### src/rtl/ssbm_pkg.sv
// Shared constants, codes and control types of the stereo SAD block matcher.
package ssbm_pkg;
	localparam int MAX_WIDTH_DEF      = 1024;
	localparam int MAX_HALF_BLOCK_DEF = 7;
	localparam int MAX_DISPARITY_DEF  = 64;
	localparam int MAX_HEIGHT         = 4096;
	localparam int SW                 = 16;   // signed width for window bounds
	localparam int CFG_IW             = 3;
	localparam int CFG_DW             = 13;
	localparam int ROW_W              = 12;

	localparam logic [CFG_IW-1:0] CFG_IMAGE_WIDTH   = 3'd0;
	localparam logic [CFG_IW-1:0] CFG_IMAGE_HEIGHT  = 3'd1;
	localparam logic [CFG_IW-1:0] CFG_MIN_DISPARITY = 3'd2;
	localparam logic [CFG_IW-1:0] CFG_MAX_DISPARITY = 3'd3;
	localparam logic [CFG_IW-1:0] CFG_HALF_BLOCK    = 3'd4;

	typedef struct packed {
		logic accept;
		logic start;
		logic issue;
		logic load_out;
	} ssbm_ctrl_t;

	typedef struct packed {
		logic go;
		logic last_issue;
		logic done;
		logic out_full;
	} ssbm_stat_t;
endpackage

### src/rtl/ssbm_ctrl.sv
// Controller state machine that sequences write, window check, SAD scan and result load.
module ssbm_ctrl import ssbm_pkg::*; (
	input  logic       clk,
	input  logic       arst_n,
	input  logic       in_valid,
	output logic       in_ready,
	input  ssbm_stat_t stat,
	output ssbm_ctrl_t ctrl
);
	typedef enum logic [4:0] {
		ST_IDLE   = 5'b00001,
		ST_EVAL   = 5'b00010,
		ST_RUN    = 5'b00100,
		ST_DRAIN  = 5'b01000,
		ST_FINISH = 5'b10000
	} state_t;

	state_t state_q, state_d;

	always_ff @(posedge clk or negedge arst_n) begin
		if (!arst_n) state_q <= ST_IDLE;
		else state_q <= state_d;
	end

	always_comb begin
		state_d       = state_q;
		in_ready      = 1'b0;
		ctrl          = '0;
		unique case (state_q)
			ST_IDLE: begin
				in_ready = 1'b1;
				if (in_valid) begin
					ctrl.accept = 1'b1;
					state_d     = ST_EVAL;
				end
			end
			ST_EVAL: begin
				if (stat.go) begin
					ctrl.start = 1'b1;
					state_d    = ST_RUN;
				end else begin
					state_d = ST_IDLE;
				end
			end
			ST_RUN: begin
				ctrl.issue = 1'b1;
				if (stat.last_issue) state_d = ST_DRAIN;
			end
			ST_DRAIN: begin
				if (stat.done) state_d = ST_FINISH;
			end
			ST_FINISH: begin
				if (!stat.out_full) begin
					ctrl.load_out = 1'b1;
					state_d       = ST_IDLE;
				end
			end
			default: state_d = ST_IDLE;
		endcase
	end
endmodule

### config.mk
export PLATFORM = sky130hd
export DESIGN_NAME = ssbm_ctrl
export DESIGN_NICKNAME = d
export VERILOG_FILES = /design/src/rtl/ssbm_pkg.sv /design/src/rtl/ssbm_ctrl.sv
export SDC_FILE = /design/constraint.sdc
export NUM_CORES = 1
export LEC_CHECK = 0
export ABC_CLOCK_PERIOD_IN_PS = 2600
export CORE_AREA = 10 10 47 49
export DETAILED_ROUTE_END_ITERATION = 12
export DIE_AREA = 0 0 57 59
export DONT_BUFFER_PORTS = 1
export SLEW_MARGIN = 10
export SYNTH_ARGS = -nofsm -noshare
export SYNTH_HDL_FRONTEND = slang
export SYNTH_SLANG_ARGS = --single-unit
### constraint.sdc
create_clock -name clk -period 2.6 [get_ports clk]
set_clock_uncertainty 0.1 [all_clocks]
set_input_delay 0.26 -clock clk [delete_from_list [all_inputs] [get_ports clk]]
set_output_delay 0.26 -clock clk [all_outputs]
set_load 0.1 [all_outputs]
==> flow_metrics.env <==
export IMPL_drv_slew=0
export IMPL_yosysUniqueCellTypes=24
export IMPL_dr_first_iter_drc_count=4
export IMPL_fillers=151
export IMPL_layout_setup_ws_ns=0.5089
export IMPL_row_count=14
export IMPL_start_util_pct=23.57
export IMPL_avgViaCountPerCell=4.705
export IMPL_synth_compound_area_share_pct=13.64
export IMPL_antenna_found_initial=0
export IMPL_synth_yosys_warnings=0
export IMPL_clockBufferDepth=2
export IMPL_regMostFlops="state_q"
export IMPL_synth_seq_area_share_pct=38.26
export IMPL_startpoint_type="register"
export IMPL_crit_type="register to output port"
export IMPL_syn_inst=36
export IMPL_grt_ovfl_total=0
export IMPL_final_min_clock_period_ns=2.091
export IMPL_timing_fmax_mhz=478.2
export IMPL_cellPowerDensity_nw_per_um2=1174
export IMPL_cp_end_kind="output port"
export IMPL_tritoncts="built"
export IMPL_ys_seq_elements=5
export IMPL_num_antenna_cells=0
export IMPL_setup_viol_count_final=0
export IMPL_final_setup_tns_ns=0
export IMPL_drt_wl_total_um=791
export IMPL_top_regs="state_q (5)"
export IMPL_root_buffer="clkbuf_4"
export IMPL_hp_class="input pin to register"
export IMPL_yosys_area_share_simple_pct=43.18
export IMPL_drc=0
export IMPL_gp_congestion=0.7849
export IMPL_cts_htree_levels=1
export IMPL_final_nets=53
export IMPL_synth_top_family_by_area="simple AND/OR/NAND/NOR gates"
export IMPL_tightest_slew_ns=0.3017
export IMPL_die_area_um2=3363
export IMPL_required_ns=2.24
export IMPL_cts_resized=0
export IMPL_areaGrowthSynthToFinish_pct=36.74
export IMPL_io_pins=12
export IMPL_synth_mux_area_share_pct=0
export IMPL_grt_pass1_wl_um=1283
export IMPL_drv_cap=0
export IMPL_portBuffers=0
export IMPL_grt_max_degree=10
export IMPL_drt_pass1_iterations=3
export IMPL_clk_latency_ns=0.24
export IMPL_die_w_um=57
export IMPL_max_slew_margin_pct=79.89
export IMPL_synth_avg_cell_area_um2=9.175
export IMPL_rsz0062_at_grt="no"
export IMPL_wl_per_cell_um=12.97
export IMPL_vias=287
export IMPL_die_h_um=59
export IMPL_layout_drive_gt1_share_pct=28.89
export IMPL_first_global_vias=274
export IMPL_synth_fa_ha_area_share_pct=0
export IMPL_finalCritPeriodShare_pct=80.43
export IMPL_mostFrequentLayoutCells="nor2_1 (4), buf_4 (4), dfrtp_1 (4)"
export IMPL_synth_area_um2=330.3
export IMPL_path_max_fanout=9
export IMPL_cts_buffers=3
export IMPL_synthXorXnorAreaFrac_pct=0
export IMPL_path_clk_slew_ns=0.04
export IMPL_cts_sinks=5
export IMPL_leakage_nw=0.1814
export IMPL_ant_nets=0
export IMPL_hold_viol_final=0
export IMPL_place_ws_ns=0.7659
export IMPL_cp_arrival_ns=1.73
export IMPL_status="complete, no violations"
export IMPL_core_area_um2=1401
export IMPL_grtUsageTotal_pct=4.822
export IMPL_syn_nets=43
export IMPL_peakVddDrop_uv=333.7
export IMPL_largest_reg_flops=5
==> layout make-up <==
class,count,area (µm²),share of cell area (%)
Timing Repair Buffer,7,70.07,15.51
Clock buffer,4,26.28,5.817
Multi-Input combinational cell,28,205.2,45.43
Sequential cell,5,126.4,27.98
Inverter,1,3.754,0.8310
Tap cell,16,20.02,4.432
==> path summary, 6_finish.rpt <==
check	slack, ns	depth (start not counted)	to	start
hold reg to reg	0.46	2	state_q[0]	state_q[0]
setup / recovery	0.51	3	ctrl[0]	state_q[1]
min in group asynchronous	0.21	1	state_q[4]	arst_n
hold / removal	0.05	1	state_q[1]	in_valid
max in group asynchronous	1.94	1	state_q[0]	arst_n
setup reg to reg	0.84	4	state_q[3]	state_q[3]
==> through the flow <==
step | hold slack (ns) | cells | area [µm²] | power, mW | utilization, %
after floorplan | -0.1356 | 36 | 345.3 | 0.3735 | -
after global placement | -0.1354 | 55 | 405.4 | 0.4350 | 28.93
after detailed placement | -0.1354 | 55 | 405.4 | 0.4403 | 28.93
after CTS | 0.04043 | 61 | 451.7 | 0.5360 | 32.23
after global routing | 0.03098 | 61 | 451.7 | 0.5679 | 32.23
final | 0.04543 | 61 | 451.7 | 0.5303 | 32.23
==> report_power, final <==
| part | switching [mW] | internal, mW |
|---|---|---|
| logic | 0.211 | 0.0959 |
| clock network | 0.0308 | 0.0580 |
| registers | 0.0336 | 0.101 |
| total | 0.276 | 0.255 |
==> routing by layer <==
metal / share of wire, % / GRT usage [%]
met1: 45 / 5.301
met2: 43 / 6.667
met3: 12 / 3.863
met4: 0 / 2.013
met5: 0 / 0
==> cell families after synthesis <==
group,count (synthesis)
AO/OA/AOI/OAI,7
buffers and inverters,3
AND/OR/NAND/NOR,21
flip-flops,5
==> Yosys cell counts <==
cell type  instances  share of area [%]
buf_4              1                2.3
or3_1              1                1.9
o311a_1            1                3.0
a22o_1             1                2.7
nor2b_1            1                1.9
nor2_1             5                5.7
o22ai_1            1                1.9
buf_2              1                1.5
nand3_1            1                1.5
and2_1             2                3.8
nor3b_4            1                5.7
and3b_1            1                2.7
or2b_1             1                2.3
or3_4              1                3.4
nor4b_1            1                2.7
dfrtp_1            4                 30
nor3_1             1                1.5
o21ai_0            1                1.5
nand2_1            1                1.1
a21oi_1            3                4.5
nor3b_1            1                2.3
nand3b_1           3                6.8
inv_1              1                1.1
dfstp_2            1                8.0
==> repair_timing <==
action	CTS	global route
hold buffers	2	0
hold endpoints to repair	6	0
buffers inserted	0	0
==> critical path, cell delays in order, from the launching register on <==
cell and delay [ns]:
dfrtp_1 0.48, or3_1 0.46, nor4b_4 0.22, buf_4 0.32
(Power assumes the default switching activity.)
